===== src/hdl/tmsa_pkg.sv =====
// shared types and constants of the trimmed mean sample aggregator
// no dependencies; imported by the controller, datapath and top level
package tmsa_pkg;

  localparam int SAMPLE_IN_W = 24;
  localparam int KIND_W      = 2;
  localparam int WLEN_W      = 5;
  localparam int CFG_DATA_W  = 5;
  localparam int CFG_INDEX_W = 1;
  localparam int LIMIT_W     = 9;
  localparam int FRAC_W      = 8;
  localparam int MEAN_INT_W  = 16;
  localparam int HUND_W      = 7;
  localparam int SEQ_W       = 8;
  localparam int CODE_W      = 3;
  localparam int MIN_WINDOW  = 5;
  localparam int HUND_SCALE  = 100;

  localparam logic [CFG_INDEX_W-1:0] REG_SENSOR_KIND   = 1'd0;
  localparam logic [CFG_INDEX_W-1:0] REG_WINDOW_LENGTH = 1'd1;

  localparam logic [KIND_W-1:0] KIND_LIGHT       = 2'd0;
  localparam logic [KIND_W-1:0] KIND_PRESSURE    = 2'd1;
  localparam logic [KIND_W-1:0] KIND_TEMPERATURE = 2'd2;
  localparam logic [KIND_W-1:0] KIND_HUMIDITY    = 2'd3;

  localparam logic [WLEN_W-1:0] WINDOW_RESET = 5'd5;

  // commands from controller to datapath
  typedef struct packed {
    logic accept;
    logic trim;
    logic div_step;
    logic load_out;
  } tmsa_cmd_t;

  // status from datapath to controller
  typedef struct packed {
    logic window_last;
  } tmsa_status_t;

  // integer alarm threshold of each sensor kind
  function automatic logic [LIMIT_W-1:0] alarm_limit(input logic [KIND_W-1:0] kind);
    logic [LIMIT_W-1:0] lim;
    case (kind)
      KIND_PRESSURE:    lim = 9'd101;
      KIND_TEMPERATURE: lim = 9'd30;
      KIND_HUMIDITY:    lim = 9'd60;
      default:          lim = 9'd300;
    endcase
    return lim;
  endfunction

endpackage


===== src/hdl/tmsa_datapath.sv =====
// accumulators, config registers, serial divider and report registers
// depends on tmsa_pkg; driven by tmsa_controller commands
module tmsa_datapath #(
  parameter int MAX_WINDOW  = 30,
  parameter int SAMPLE_BITS = 24
) (
  input  logic                              clk,
  input  logic                              rst,
  input  logic                              cfg_write,
  input  logic [tmsa_pkg::CFG_INDEX_W-1:0]  cfg_index,
  input  logic [tmsa_pkg::CFG_DATA_W-1:0]   cfg_data,
  input  logic [tmsa_pkg::SAMPLE_IN_W-1:0]  sample_value,
  input  tmsa_pkg::tmsa_cmd_t               cmd,
  output tmsa_pkg::tmsa_status_t            status,
  output logic [tmsa_pkg::SEQ_W-1:0]        report_seq,
  output logic [tmsa_pkg::CODE_W-1:0]       sensor_code,
  output logic [tmsa_pkg::MEAN_INT_W-1:0]   mean_integer,
  output logic [tmsa_pkg::HUND_W-1:0]       mean_hundredths,
  output logic                              alarm
);
  import tmsa_pkg::*;

  localparam int IN_W  = (SAMPLE_BITS < SAMPLE_IN_W) ? SAMPLE_BITS : SAMPLE_IN_W;
  localparam int SUM_W = IN_W + $clog2(MAX_WINDOW);
  localparam int IPW   = SUM_W - FRAC_W;
  localparam int CMP_W = (SUM_W > LIMIT_W + FRAC_W) ? SUM_W : LIMIT_W + FRAC_W;
  localparam int REM_W = WLEN_W + 1;
  localparam int PRD_W = FRAC_W + HUND_W;

  logic [KIND_W-1:0]   sensor_kind;
  logic [WLEN_W-1:0]   window_length;
  logic [WLEN_W-1:0]   fill_index;
  logic [SUM_W-1:0]    running_sum;
  logic [IN_W-1:0]     running_min;
  logic [IN_W-1:0]     running_max;
  logic [SEQ_W-1:0]    report_counter;
  logic [SUM_W-1:0]    dq;
  logic [REM_W-1:0]    rem;
  logic [WLEN_W-1:0]   divisor;

  logic [IN_W-1:0]     sample;
  logic [WLEN_W:0]     wl_ext;
  logic [WLEN_W:0]     eff_len;
  logic [WLEN_W:0]     fill_next;
  logic [SUM_W-1:0]    trimmed;
  logic [REM_W-1:0]    rem_sh;
  logic [REM_W-1:0]    rem_diff;
  logic                rem_ge;
  logic [IPW+MEAN_INT_W-1:0] ip_ext;
  logic                ip_sat;
  logic [PRD_W-1:0]    hund_prod;
  logic                over_limit;

  assign sample = sample_value[IN_W-1:0];

  // window length clamped to the supported range
  always_comb begin
    wl_ext = {1'b0, window_length};
    if (wl_ext < (WLEN_W+1)'(MIN_WINDOW)) begin
      eff_len = (WLEN_W+1)'(MIN_WINDOW);
    end else if (wl_ext > (WLEN_W+1)'(MAX_WINDOW)) begin
      eff_len = (WLEN_W+1)'(MAX_WINDOW);
    end else begin
      eff_len = wl_ext;
    end
  end

  assign fill_next          = {1'b0, fill_index} + (WLEN_W+1)'(1);
  assign status.window_last = (fill_next >= eff_len);

  assign trimmed = running_sum - SUM_W'(running_min) - SUM_W'(running_max);

  // restoring divide, one quotient bit per step
  assign rem_sh   = {rem[REM_W-2:0], dq[SUM_W-1]};
  assign rem_ge   = (rem_sh >= {1'b0, divisor});
  assign rem_diff = rem_sh - {1'b0, divisor};

  // report fields from the finished quotient
  assign ip_ext     = {MEAN_INT_W'(0), dq[SUM_W-1:FRAC_W]};
  assign ip_sat     = |ip_ext[IPW+MEAN_INT_W-1:MEAN_INT_W];
  assign hund_prod  = {HUND_W'(0), dq[FRAC_W-1:0]} * PRD_W'(HUND_SCALE);
  assign over_limit = CMP_W'(dq) > CMP_W'({alarm_limit(sensor_kind), FRAC_W'(0)});

  always_ff @(posedge clk) begin
    if (rst) begin
      sensor_kind    <= KIND_LIGHT;
      window_length  <= WINDOW_RESET;
      report_counter <= '0;
      fill_index     <= '0;
      running_sum    <= '0;
      running_min    <= '1;
      running_max    <= '0;
    end else begin
      if (cfg_write) begin
        case (cfg_index)
          REG_SENSOR_KIND: begin
            sensor_kind <= cfg_data[KIND_W-1:0];
            fill_index  <= '0;
            running_sum <= '0;
            running_min <= '1;
            running_max <= '0;
          end
          REG_WINDOW_LENGTH: begin
            window_length <= cfg_data[WLEN_W-1:0];
            fill_index    <= '0;
            running_sum   <= '0;
            running_min   <= '1;
            running_max   <= '0;
          end
          default: begin
          end
        endcase
      end else if (cmd.accept) begin
        running_sum <= running_sum + SUM_W'(sample);
        if (sample < running_min) begin
          running_min <= sample;
        end
        if (sample > running_max) begin
          running_max <= sample;
        end
        fill_index <= fill_index + WLEN_W'(1);
      end else if (cmd.trim) begin
        fill_index  <= '0;
        running_sum <= '0;
        running_min <= '1;
        running_max <= '0;
      end
      if (cmd.load_out) begin
        report_counter <= report_counter + SEQ_W'(1);
      end
    end
  end

  always_ff @(posedge clk) begin
    if (cmd.trim) begin
      dq      <= trimmed;
      rem     <= '0;
      divisor <= WLEN_W'(eff_len - (WLEN_W+1)'(2));
    end else if (cmd.div_step) begin
      rem <= rem_ge ? rem_diff : rem_sh;
      dq  <= {dq[SUM_W-2:0], rem_ge};
    end
    if (cmd.load_out) begin
      report_seq      <= report_counter;
      sensor_code     <= {1'b0, sensor_kind} + CODE_W'(1);
      mean_integer    <= ip_sat ? '1 : ip_ext[MEAN_INT_W-1:0];
      mean_hundredths <= ip_sat ? HUND_W'(99) : hund_prod[PRD_W-1:FRAC_W];
      alarm           <= over_limit;
    end
  end

  a_rem_below_divisor: assert property (@(posedge clk) disable iff (rst)
    cmd.div_step |-> (rem < {1'b0, divisor}))
    else $error("divider remainder not below divisor");

  a_fill_in_window: assert property (@(posedge clk) disable iff (rst)
    cmd.accept |-> ({1'b0, fill_index} < eff_len))
    else $error("sample accepted past window end");

  a_hund_range: assert property (@(posedge clk) disable iff (rst)
    cmd.load_out |=> (mean_hundredths <= HUND_W'(99)))
    else $error("hundredths out of range");

endmodule


===== src/hdl/tmsa_controller.sv =====
// sequencing of accumulate, trim, divide and report delivery
// depends on tmsa_pkg; commands tmsa_datapath
module tmsa_controller #(
  parameter int DIV_STEPS = 29
) (
  input  logic                    clk,
  input  logic                    rst,
  input  logic                    in_valid,
  output logic                    in_ready,
  output logic                    out_valid,
  input  logic                    out_ready,
  input  tmsa_pkg::tmsa_status_t  status,
  output tmsa_pkg::tmsa_cmd_t     cmd
);
  import tmsa_pkg::*;

  localparam int CNT_W = $clog2(DIV_STEPS);

  typedef enum logic [1:0] {
    ST_ACCUM,
    ST_TRIM,
    ST_DIVIDE,
    ST_DELIVER
  } state_t;

  state_t           state;
  logic [CNT_W-1:0] step_cnt;

  assign in_ready     = (state == ST_ACCUM);
  assign cmd.accept   = (state == ST_ACCUM) && in_valid;
  assign cmd.trim     = (state == ST_TRIM);
  assign cmd.div_step = (state == ST_DIVIDE);
  assign cmd.load_out = (state == ST_DELIVER) && (!out_valid || out_ready);

  always_ff @(posedge clk) begin
    if (rst) begin
      state     <= ST_ACCUM;
      step_cnt  <= '0;
      out_valid <= 1'b0;
    end else begin
      if (cmd.load_out) begin
        out_valid <= 1'b1;
      end else if (out_ready) begin
        out_valid <= 1'b0;
      end
      case (state)
        ST_ACCUM: begin
          if (in_valid && status.window_last) begin
            state <= ST_TRIM;
          end
        end
        ST_TRIM: begin
          step_cnt <= '0;
          state    <= ST_DIVIDE;
        end
        ST_DIVIDE: begin
          step_cnt <= step_cnt + CNT_W'(1);
          if (step_cnt == CNT_W'(DIV_STEPS - 1)) begin
            state <= ST_DELIVER;
          end
        end
        ST_DELIVER: begin
          if (cmd.load_out) begin
            state <= ST_ACCUM;
          end
        end
        default: begin
          state <= ST_ACCUM;
        end
      endcase
    end
  end

  a_no_overwrite: assert property (@(posedge clk) disable iff (rst)
    cmd.load_out |-> (!out_valid || out_ready))
    else $error("report register overwritten while pending");

  a_busy_not_ready: assert property (@(posedge clk) disable iff (rst)
    (state != ST_ACCUM) |-> !in_ready)
    else $error("sample taken while computing a report");

  a_divide_length: assert property (@(posedge clk) disable iff (rst)
    (state == ST_TRIM) |=> ##(DIV_STEPS) (state == ST_DELIVER))
    else $error("divide did not run its full length");

endmodule


===== src/hdl/trimmed_mean_sample_aggregator.sv =====
// top level of the trimmed mean sample aggregator
// depends on tmsa_pkg, tmsa_controller and tmsa_datapath
//
// Takes one unsigned sample (8 fraction bits) per transfer and keeps a running
// sum, minimum and maximum over a window of N samples, N set by window_length
// (clamped to 5..MAX_WINDOW). The sample that closes a window triggers one
// report: the trimmed mean (sum - min - max) / (N - 2), truncated, split into a
// 16-bit integer part and hundredths, the sensor code (sensor_kind + 1), a
// wrapping 8-bit sequence number and an alarm when the mean is strictly above
// the fixed threshold of the selected sensor kind. Ordinary samples can be
// taken back to back. After the window-closing sample in_ready stays low while
// the block forms the trimmed sum, runs the serial restoring divider at one
// quotient bit per cycle for SUM_W bits (SUM_W = sample bits plus log2 of
// MAX_WINDOW rounded up) and loads the report register once any pending report
// has transferred. The report register decouples the output: a new window
// fills while a report waits, and only a second report waits for the first to
// transfer. Any config write restarts the window and keeps the sequence number;
// writes are expected only while the block is idle.
module trimmed_mean_sample_aggregator #(
  parameter int MAX_WINDOW  = 30,
  parameter int SAMPLE_BITS = 24
) (
  input  logic                              clk,
  input  logic                              rst,
  // config write port
  input  logic                              cfg_write,
  input  logic [tmsa_pkg::CFG_INDEX_W-1:0]  cfg_index,
  input  logic [tmsa_pkg::CFG_DATA_W-1:0]   cfg_data,
  // sample channel
  input  logic                              in_valid,
  output logic                              in_ready,
  input  logic [tmsa_pkg::SAMPLE_IN_W-1:0]  sample_value,
  // report channel
  output logic                              out_valid,
  input  logic                              out_ready,
  output logic [tmsa_pkg::SEQ_W-1:0]        report_seq,
  output logic [tmsa_pkg::CODE_W-1:0]       sensor_code,
  output logic [tmsa_pkg::MEAN_INT_W-1:0]   mean_integer,
  output logic [tmsa_pkg::HUND_W-1:0]       mean_hundredths,
  output logic                              alarm
);
  import tmsa_pkg::*;

  // effective sample width and accumulator width
  localparam int IN_W  = (SAMPLE_BITS < SAMPLE_IN_W) ? SAMPLE_BITS : SAMPLE_IN_W;
  localparam int SUM_W = IN_W + $clog2(MAX_WINDOW);

  tmsa_cmd_t    cmd;
  tmsa_status_t status;

  // sequencer: accumulate, trim, divide, deliver
  tmsa_controller #(
    .DIV_STEPS (SUM_W)
  ) u_ctrl (
    .clk       (clk),
    .rst       (rst),
    .in_valid  (in_valid),
    .in_ready  (in_ready),
    .out_valid (out_valid),
    .out_ready (out_ready),
    .status    (status),
    .cmd       (cmd)
  );

  // accumulators, divider and report register
  tmsa_datapath #(
    .MAX_WINDOW  (MAX_WINDOW),
    .SAMPLE_BITS (SAMPLE_BITS)
  ) u_dp (
    .clk             (clk),
    .rst             (rst),
    .cfg_write       (cfg_write),
    .cfg_index       (cfg_index),
    .cfg_data        (cfg_data),
    .sample_value    (sample_value),
    .cmd             (cmd),
    .status          (status),
    .report_seq      (report_seq),
    .sensor_code     (sensor_code),
    .mean_integer    (mean_integer),
    .mean_hundredths (mean_hundredths),
    .alarm           (alarm)
  );

endmodule

===== config.mk =====
export PLATFORM = sky130hd
export DESIGN_NAME = trimmed_mean_sample_aggregator
export DESIGN_NICKNAME = d
export VERILOG_FILES = /design/src/hdl/tmsa_pkg.sv /design/src/hdl/tmsa_datapath.sv /design/src/hdl/tmsa_controller.sv /design/src/hdl/trimmed_mean_sample_aggregator.sv
export SDC_FILE = /design/constraint.sdc
export NUM_CORES = 1
export LEC_CHECK = 0
export BUFFER_PORTS_ARGS = -buffer_cell sky130_fd_sc_hd__buf_2
export CAP_MARGIN = 10
export CORE_ASPECT_RATIO = 0.75
export CORE_MARGIN = 3
export CORE_UTILIZATION = 40
export DETAILED_ROUTE_END_ITERATION = 8
export PLACE_DENSITY = 0.55
export SLEW_MARGIN = 20
export SYNTH_ARGS = -nofsm -noshare
export SYNTH_HDL_FRONTEND = slang
export SYNTH_HIERARCHICAL = 1
export SYNTH_SLANG_ARGS = --single-unit

===== constraint.sdc =====
create_clock -name clk -period 4.1 [get_ports clk]
set_input_delay 0.205 -clock clk [delete_from_list [all_inputs] [get_ports clk]]
set_output_delay 0.205 -clock clk [all_outputs]
set_load 0.05 [all_outputs]

==> results.sh, run 1 <==
export IMPL_cts_inserted_buffers=17
export IMPL_async_flop_share_pct=0
export IMPL_yosysTopAreaCell="dfxtp_1"
export IMPL_grt_ovfl_total=0
export IMPL_path_clk_slew_ps=80
export IMPL_area_growth_pct=11.2
export IMPL_period_needed_ps=3630
export IMPL_cts_tree="done"
export IMPL_grt_pass1_wl_mm=51.7
export IMPL_wl_mm=31.8
export IMPL_worst_slew_pin_transition_ps=1050
export IMPL_vdd_ir_drop_worst_v=0.000306
export IMPL_ys_warn_count=6
export IMPL_path_class="flip-flop to flip-flop"
export IMPL_netlist_area_leader_share_pct=18.1
export IMPL_required_ps=4300
export IMPL_vias_per_cell=5.47
export IMPL_grt_max_degree=54
export IMPL_core_rowCount=54
export IMPL_synth_area_per_cell_um2=9.62
export IMPL_dieHeight_um=157
export IMPL_instances_no_fill=1717
export IMPL_final_layout_size_suffix_gt1_share_pct=11.2
export IMPL_io_buffer_count=71
export IMPL_fin_total_pwr_mw=6.53
export IMPL_ys_ff_latch=179
export IMPL_grt_use_total_pct=20.1
export IMPL_reg2reg_depth=11
export IMPL_antenna_found_initial=0
export IMPL_syn_area_um2=12100
export IMPL_drtIter0Drc=693
export IMPL_drc=0
export IMPL_worstSetupEndpointType="flip-flop"
export IMPL_p_leak_nw=5.91
export IMPL_final_area_um2=13500
export IMPL_drv_cap=0
export IMPL_die_x_um=207
export IMPL_wl_per_cell_um=18.5
export IMPL_vias=9399
export IMPL_sw_frac_of_total_pct=37.0
export IMPL_die_area_um2=32500
export IMPL_postPlaceCellArea_um2=12800
export IMPL_hp_class="input pin to flip-flop"
export IMPL_syn_num_nets=1485
export IMPL_status="finished clean"
export IMPL_fin_crit_sh_pct=88.6
export IMPL_synth_edff_count=69
export IMPL_nets=1535
export IMPL_pwr_share_comb_pct=38.8
export IMPL_initial_core_util_pct=41.2
export IMPL_dominantRegCellSynth="dfxtp_1"
export IMPL_clock_latency_ps=450
export IMPL_io_pins=72
export IMPL_cts_path_max_buffers=2
export IMPL_drt_first_pass_iters=5
export IMPL_hpwl_mm=24.6
export IMPL_whs_path_depth=3
export IMPL_rsz0062_at_grt="false"
export IMPL_relSlewSlack_pct=29.8
export IMPL_start_kind="flip-flop"
export IMPL_tns_ps=0
export IMPL_n_antenna_cell=0
export IMPL_ant_nets=0
export IMPL_hold_viol_final=0
export IMPL_place_gp_congestion=0.873
export IMPL_fin_worst_skew_ps=14.0
export IMPL_setup_viol=0
export IMPL_placed_cells=1683
export IMPL_power_frac_clock_pct=28.0
export IMPL_critPathMaxFanout=3
export IMPL_ys_types=68
export IMPL_synthTopCellsByArea="dfxtp_1 (18%), edfxtp_1 (17%), ha_1 (16%), fa_1 (4.6%), a21oi_1 (3.7%)"
export IMPL_seqPwrFrac_pct=33.2
export IMPL_grt_pass1_vias=9156
export IMPL_switching_power_mw=2.42
export IMPL_p_per_area_nw_per_um2=484
export IMPL_syn_inst=1262
export IMPL_drv_slew=0
export IMPL_p_int_mw=4.11
export IMPL_max_freq_mhz=275
export IMPL_h_tree_depth=4
export IMPL_core_area_um2=29500
export IMPL_cp_arrival_ps=3840
export IMPL_root_buffer="clkbuf_16"
export IMPL_ys_seq_area_share_pct=35.2
export IMPL_cts_sinks=179
export IMPL_fin_util_pct=45.9
-- timing repair --
action | 4_1_cts | 5_1_grt
buffers inserted | 0 | 0
hold buffers | 2 | 0
endpoints found under the hold margin | 2 | 0
gates resized for setup | 0 | 0
-- path summary, 6_finish.rpt --
kind / startpoint / end / slack (ps)
max: u_dp/running_min[0] / u_dp/dq[26] / 470
min: cfg_data[1] / u_dp/sensor_kind[1] / 30
max reg2reg: u_dp/running_min[0] / u_dp/dq[26] / 470
min reg2reg: u_dp/report_counter[7] / u_dp/report_seq[7] / 470
-- flip-flops by register name, summed over array words and instances (netlist names), 7 cells and up --
name                  flops
u_dp/dq                  29
u_dp/running_sum         29
u_dp/running_max         24
u_dp/running_min         24
u_dp/mean_integer        16
u_dp/report_counter       8
u_dp/report_seq           8
u_dp/mean_hundredths      7
-- metrics by stage --
stage	hold WS [ps]	worst slack, ps
final	32.8	468
after global routing	40.2	350
after CTS	0.428	497
after detailed placement	454	515
after global placement	447	608
after floorplan	277	997
-- logic make-up (layout without fill, tap and decap cells) --
kind of cell,count (synthesis),after routing,synth area share (%)
buffers and inverters,160,223,5.23
AND/OR/NAND/NOR,302,302,12.3
adder cells (fa/ha/maj),188,188,21.1
XOR/XNOR,70,70,5.05
multiplexers,23,23,2.06
AO/OA/AOI/OAI,340,340,19.1
flip-flops,179,179,35.2
-- worst max-delay path, stage by stage (launching register included) --
cell and delay (ps):
dfxtp_1 350, inv_1 70, fa_1 450, fa_1 420
a21oi_1 370, o22ai_1 210, a211o_1 330, a311oi_2 400
o211ai_1 180, a41oi_2 240, xor2_1 80, mux2_2 260
-- cell type report --
cell class	instances	area, µm²
Timing Repair Buffer	84	458
Multi-Input combinational cell	923	7240
Inverter	107	402
Fill cell	2874	16000
Sequential cell	179	4270
Clock buffer	17	425
Tap cell	392	490
Clock inverter	15	215
-- cells in the mapped netlist, types with 32 or more instances --
cell type / instances
xnor2_1: 38
inv_1: 107
a21o_1: 39
nor2_1: 75
edfxtp_1: 69
xor2_1: 32
a21oi_1: 90
ha_1: 160
clkbuf_1: 32
nand2_1: 80
dfxtp_1: 110
o21ai_0: 58
-- layout by cell type (no fill, tap or decap), types with 32 or more instances in the layout --
cell      count
a21o_1       39
a21oi_1      90
buf_2        71
dfxtp_1     110
edfxtp_1     69
ha_1        159
inv_1       107
nand2_1      80
nor2_1       74
o21ai_0      58
xnor2_1      38
xor2_1       32
-- metal layers --
layer / global-route usage [%] / vias to the layer above / wire (µm)
met4: 5.52 / 0 / 527
met2: 27.7 / 245 / 12200
met3: 4.24 / 36 / 1800
li1: - / 4657 / -
met1: 31.4 / 4461 / 17300
met5: 0 / - / 0
-- power groups by stage --
| stage | combinational [mW] | sequential (mW) | clock [mW] |
|---|---|---|---|
| after global routing | 2.84 | 2.19 | 1.95 |
| after floorplan | 1.90 | 2.16 | 0 |
| after CTS | 2.52 | 2.17 | 1.88 |
| final | 2.53 | 2.17 | 1.83 |
| after detailed placement | 2.51 | 2.21 | 0 |
| after global placement | 2.49 | 2.21 | 0 |
(Power assumes the default switching activity.)
==> inputs of run 2 (changes only) <==
--- a/config.mk
+++ b/config.mk
@@ -9,9 +9,9 @@
 export CAP_MARGIN = 10
 export CORE_ASPECT_RATIO = 0.75
 export CORE_MARGIN = 3
-export CORE_UTILIZATION = 40
+export CORE_UTILIZATION = 45
 export DETAILED_ROUTE_END_ITERATION = 8
-export PLACE_DENSITY = 0.55
+export PLACE_DENSITY = 0.61
 export SLEW_MARGIN = 20
 export SYNTH_ARGS = -nofsm -noshare
 export SYNTH_HDL_FRONTEND = slang
==> run 2 against run 1 <==
Compared with the run above: combinational power shrank 2%; non-clock buffer count shrank 1; first-iteration DRC count shrank 3.2%; critical endpoint unchanged; worst setup slack gained 230 ps; cell count shrank 2.9%; global-route usage grew 0.83 points; highest routed layer unchanged; hold slack gained 4.6 ps; wire length shrank 7.1%; design area shrank 0.59%; die area shrank 11%.
==> results.sh, run 2 (synthesized netlist as in run 1, its figures left out) <==
export IMPL_status="finished clean"
export IMPL_setup_viol=0
export IMPL_multi_input_area_um2=7240
export IMPL_ant_nets=0
export IMPL_tns_ps=0
export IMPL_r2r_end="u_dp/dq[26]"
export IMPL_grt_pass1_vias=9038
export IMPL_ff2ff_setup_slack_ps=700
export IMPL_vdd_ir_drop_worst_v=0.000395
export IMPL_relSlewSlack_pct=28.6
export IMPL_ff_latch_area_um2=4270
export IMPL_fin_total_pwr_mw=6.38
export IMPL_path_clk_slew_ps=80
export IMPL_crit_end="u_dp/dq[26]"
export IMPL_critPathMaxFanout=4
export IMPL_layout_common_cells="ha_1 (159), dfxtp_1 (110), inv_1 (107)"
export IMPL_antenna_found_initial=0
export IMPL_nets=1534
export IMPL_rsz0062_at_grt="false"
export IMPL_drc=0
export IMPL_pre_cts_ws_ps=741
export IMPL_dieHeight_um=148
export IMPL_initial_core_util_pct=46.3
export IMPL_drv_slew=0
export IMPL_postPlaceCellArea_um2=12800
export IMPL_sw_frac_of_total_pct=38.6
export IMPL_grt_pass1_wl_mm=48.4
export IMPL_io_pins=72
export IMPL_pwr_share_comb_pct=39.0
export IMPL_reg2reg_depth=11
export IMPL_wl_mm=29.6
export IMPL_reg_top3="u_dp/dq: 29 flops, u_dp/running_sum: 29 flops"
export IMPL_core_rowCount=51
export IMPL_final_area_um2=13400
export IMPL_core_area_um2=26200
export IMPL_cts_inserted_buffers=17
export IMPL_p_int_mw=3.92
export IMPL_crit_start="u_dp/running_min[4]"
export IMPL_io_buffer_count=71
export IMPL_worst_slack_ps=699
export IMPL_final_layout_size_suffix_gt1_share_pct=11.1
export IMPL_p_per_area_nw_per_um2=475
export IMPL_p_leak_nw=5.89
export IMPL_hold_viol_final=0
export IMPL_vias=9303
export IMPL_cts_sinks=179
export IMPL_vias_per_cell=5.58
export IMPL_fin_worst_skew_ps=10.4
export IMPL_hp_class="input pin to flip-flop"
export IMPL_cts_path_max_buffers=2
export IMPL_die_area_um2=29000
export IMPL_n_antenna_cell=0
export IMPL_seqPwrFrac_pct=33.9
export IMPL_worstSetupEndpointType="flip-flop"
export IMPL_required_ps=4310
export IMPL_place_gp_congestion=0.914
export IMPL_drv_cap=0
export IMPL_area_growth_pct=10.6
export IMPL_max_freq_mhz=294
export IMPL_r2r_start="u_dp/running_min[4]"
export IMPL_hpwl_mm=22.5
export IMPL_start_kind="flip-flop"
export IMPL_die_x_um=196
export IMPL_h_tree_depth=4
export IMPL_switching_power_mw=2.46
export IMPL_layout_commonest_cell="ha_1"
export IMPL_grt_use_total_pct=20.9
export IMPL_drt_first_pass_iters=5
export IMPL_clock_latency_ps=450
export IMPL_fin_crit_sh_pct=82.9
export IMPL_grt_ovfl_total=0
export IMPL_worst_slew_pin_transition_ps=1070
export IMPL_wl_per_cell_um=17.7
export IMPL_cp_arrival_ps=3610
export IMPL_drtIter0Drc=671
export IMPL_cts_tree="done"
export IMPL_period_needed_ps=3400
export IMPL_fill_cells=2438
export IMPL_root_buffer="clkbuf_16"
export IMPL_power_frac_clock_pct=27.1
export IMPL_cts_setup_buffers=0
export IMPL_path_class="flip-flop to flip-flop"
export IMPL_fin_util_pct=51.2
export IMPL_grt_max_degree=52
run 2: routing by layer:
| layer | routed length (µm) | global-route usage, % | vias up |
|---|---|---|---|
| li1 | - | - | 4656 |
| met1 | 15300 | 31.6 | 4443 |
| met2 | 12700 | 31.2 | 190 |
| met3 | 1410 | 4.19 | 14 |
| met4 | 163 | 3.99 | 0 |
| met5 | 0 | 0 | - |
run 2: critical path, cell delays in order (launching register included):
cell and delay, ps:
dfxtp_1 350, inv_1 80, fa_1 470, ha_1 370, a21oi_1 310, o22ai_1 160, a211o_1 330, a311oi_2 370
o211ai_1 160, a41oi_2 230, xor2_1 80, mux2_2 260
run 2: stage by stage:
| step | hold slack [ps] | cells |
|---|---|---|
| 2_1_floorplan | 277 | 1262 |
| 3_3_place_gp | 426 | 1634 |
| 3_5_place_dp | 431 | 1634 |
| 4_1_cts | 13.8 | 1668 |
| 5_1_grt | 29.9 | 1668 |
| 6_report | 37.4 | 1668 |
run 2: cell type report:
class                   count  share of cell area [%]
clock buffers              17                    3.17
well taps                 344                    3.21
repair buffers             83                    3.45
multi-input cells         923                    53.9
flip-flops and latches    179                    31.8
inverters                 107                    2.99
clock inverters            15                    1.43
run 2: what timing repair did:
item                      in CTS  in global routing
gates resized for setup        0                  0
hold buffers                   2                  0
hold endpoints to repair       2                  0
run 2: worst min-delay path by stage:
| stage | cells after the start | slack (ps) | to | start |
|---|---|---|---|---|
| final | 2 | 40 | u_dp/running_min[14] | sample_value[14] |
| after global routing | 2 | 30 | u_dp/running_min[18] | sample_value[18] |
| after CTS | 2 | 10 | u_dp/running_min[13] | sample_value[13] |
| after detailed placement | 0 | 430 | u_dp/report_seq[7] | u_dp/report_counter[7] |
| after global placement | 0 | 430 | u_dp/report_seq[7] | u_dp/report_counter[7] |
| after floorplan | 1 | 280 | u_ctrl/out_valid | rst |
run 2: power groups by stage:
stage                     combinational (mW)  sequential, mW  clock (mW)
after floorplan                         1.90            2.16           0
after global placement                  2.43            2.20           0
after detailed placement                2.46            2.20           0
after CTS                               2.49            2.16        1.77
after global routing                    2.80            2.19        1.85
final                                   2.49            2.16        1.73
==> inputs of run 3 (changes only) <==
--- a/config.mk
+++ b/config.mk
@@ -11,7 +11,7 @@
 export CORE_MARGIN = 3
 export CORE_UTILIZATION = 45
 export DETAILED_ROUTE_END_ITERATION = 8
-export PLACE_DENSITY = 0.61
+export PLACE_DENSITY = 0.63
 export SLEW_MARGIN = 20
 export SYNTH_ARGS = -nofsm -noshare
 export SYNTH_HDL_FRONTEND = slang
==> constraint.sdc (replaced) <==
create_clock -name clk -period 2.9 [get_ports clk]
set_input_delay 0.145 -clock clk [delete_from_list [all_inputs] [get_ports clk]]
set_output_delay 0.145 -clock clk [all_outputs]
set_load 0.05 [all_outputs]
==> run 3 against run 2 <==
Compared with the run above: largest cell class unchanged; fmax grew 11%; power up 74%; largest power group unchanged; register-to-register slack worse by 870 ps; clock skew grew 5.4 ps; the run now ends with setup timing left; global-route usage increased by 2.2 points; non-clock buffer count up 205; sequential power rose by 42%; first-iteration DRC count grew 25%; hold slack worse by 18 ps; via count is 12% higher; clock-buffer cell count unchanged; critical endpoint is now u_dp/dq[24].
==> results.sh, run 3 (synthesized netlist as in run 1, its figures left out) <==
export IMPL_r2r_end="u_dp/dq[24]"
export IMPL_hp_start="sample_value[1]"
export IMPL_period_needed_ps=3070
export IMPL_start_kind="flip-flop"
export IMPL_p_per_area_nw_per_um2=693
export IMPL_fin_total_pwr_mw=11.1
export IMPL_drc=0
export IMPL_hold_viol_final=0
export IMPL_whs_path_depth=2
export IMPL_postPlaceCellArea_um2=14000
export IMPL_reg_top3="u_dp/dq: 29 flops, u_dp/running_sum: 29 flops"
export IMPL_vias_per_cell=5.58
export IMPL_hold_path_end="u_dp/running_min[1]"
export IMPL_path_class="flip-flop to flip-flop"
export IMPL_fin_crit_sh_pct=106
export IMPL_fill_cells=2161
export IMPL_dieHeight_um=148
export IMPL_hp_class="input pin to flip-flop"
export IMPL_worst_slew_pin_transition_ps=1060
export IMPL_cts_tree="done"
export IMPL_cpPeakStageDelay_ps=550
export IMPL_die_area_um2=29000
export IMPL_relSlewSlack_pct=28.9
export IMPL_critPathMaxFanout=6
export IMPL_final_area_um2=16000
export IMPL_max_freq_mhz=326
export IMPL_p_leak_nw=7.05
export IMPL_ff2ff_setup_slack_ps=-170
export IMPL_drv_slew=0
export IMPL_rsz0062_at_grt="true"
export IMPL_crit_start="u_dp/running_min[9]"
export IMPL_die_x_um=196
export IMPL_ant_nets=0
export IMPL_reg2reg_depth=11
export IMPL_slowest_stage="fa_1"
export IMPL_worstSetupEndpointType="flip-flop"
export IMPL_setup_viol=15
export IMPL_placed_cells=1787
export IMPL_core_area_um2=26200
export IMPL_area_growth_pct=31.6
export IMPL_crit_top_cell="a21o_1"
export IMPL_cts_path_max_buffers=2
export IMPL_grt_pass1_vias=10200
export IMPL_nets=1739
export IMPL_r2r_start="u_dp/running_min[9]"
export IMPL_antenna_found_initial=0
export IMPL_h_tree_depth=4
export IMPL_core_rowCount=51
export IMPL_drt_first_pass_iters=6
export IMPL_drv_cap=0
export IMPL_n_antenna_cell=0
export IMPL_instances_no_fill=1873
export IMPL_drtIter0Drc=836
export IMPL_status="finished, violations left"
export IMPL_place_gp_congestion=0.941
export IMPL_required_ps=3110
export IMPL_tns_ps=-1460
export IMPL_grt_ovfl_total=0
export IMPL_path_clk_slew_ps=80
export IMPL_root_buffer="clkbuf_16"
export IMPL_grt_use_total_pct=23.1
export IMPL_violations="setup timing"
export IMPL_vias=10500
export IMPL_layout_commonest_cell="buf_4"
export IMPL_cts_sinks=179
export IMPL_layout_common_cells="buf_4 (179), ha_1 (133), inv_1 (91)"
export IMPL_clock_latency_ps=450
export IMPL_cts_inserted_buffers=17
export IMPL_final_layout_size_suffix_gt1_share_pct=30.3
export IMPL_worst_slack_ps=-167
export IMPL_whs_ps=19.0
export IMPL_fin_worst_skew_ps=15.8
export IMPL_wl_mm=33.9
export IMPL_initial_core_util_pct=46.3
export IMPL_grt_max_degree=44
export IMPL_cp_arrival_ps=3280
export IMPL_vdd_ir_drop_worst_v=0.000535
export IMPL_io_buffer_count=71
export IMPL_io_pins=72
export IMPL_cp_cell_sequence="inv_2, fa_1, ha_4, a21o_1, a21o_1, a221oi_4, nand3_2, a311oi_4, o21bai_1, xor2_1, mux2_4"
export IMPL_grt_pass1_wl_mm=53.4
export IMPL_wl_per_cell_um=18.1
export IMPL_hpwl_mm=24.4
## run 3: how the worst max path moves through the flow
stage	depth (start not counted)	to
finish	11	u_dp/dq[24]
detailed placement	11	u_dp/dq[24]
global route	11	u_dp/dq[26]
floorplan	12	u_dp/dq[26]
global placement	11	u_dp/mean_hundredths[6]
CTS	11	u_dp/dq[26]
## run 3: routing by layer
layer / global-route usage, % / vias up / wire length (µm)
met5: 0 / - / 0
met1: 33.0 / 5083 / 16300
met2: 37.0 / 255 / 15400
met3: 3.89 / 25 / 1780
li1: - / 5096 / -
met4: 5.34 / 0 / 359
## run 3: area by class of cell
class	instances	area, µm²	area share [%]
clock buffers	17	425	2.66
clock inverters	15	211	1.32
inverters	107	404	2.53
well taps	344	430	2.69
repair buffers	288	2140	13.4
multi-input cells	923	8060	50.4
flip-flops and latches	179	4300	26.9
## run 3: timing repair
item                                    CTS  global route
resized for setup                        69            98
buffers inserted                         19            10
pin swaps                                47            69
endpoints found under the setup margin   19            51
hold endpoints to repair                 32             0
cloned                                    0             1
hold buffers                             25             0
## run 3: worst max-delay path: cells and delay by family, from the launching register on
family	cells	cell delay, ps
compound gates	5	1060
xor+xnor	1	150
fa+ha+maj	2	780
buf+inv	1	40
flops	1	340
mux	1	260
simple gates	1	200
## run 3: through the flow
step	worst slack, ps	utilization [%]
floorplan	-25.4	-
detailed placement	-330	53.5
CTS	-219	58.8
global placement	-174	53.5
finish	-167	60.9
global route	-252	60.9
## run 3: report_power, final
part	total [mW]	switching (mW)	leakage [nW]	internal (mW)
logic	5.53	2.78	5.26	2.75
registers	3.06	0.165	1.48	2.89
clock network	2.49	1.16	0.307	1.33
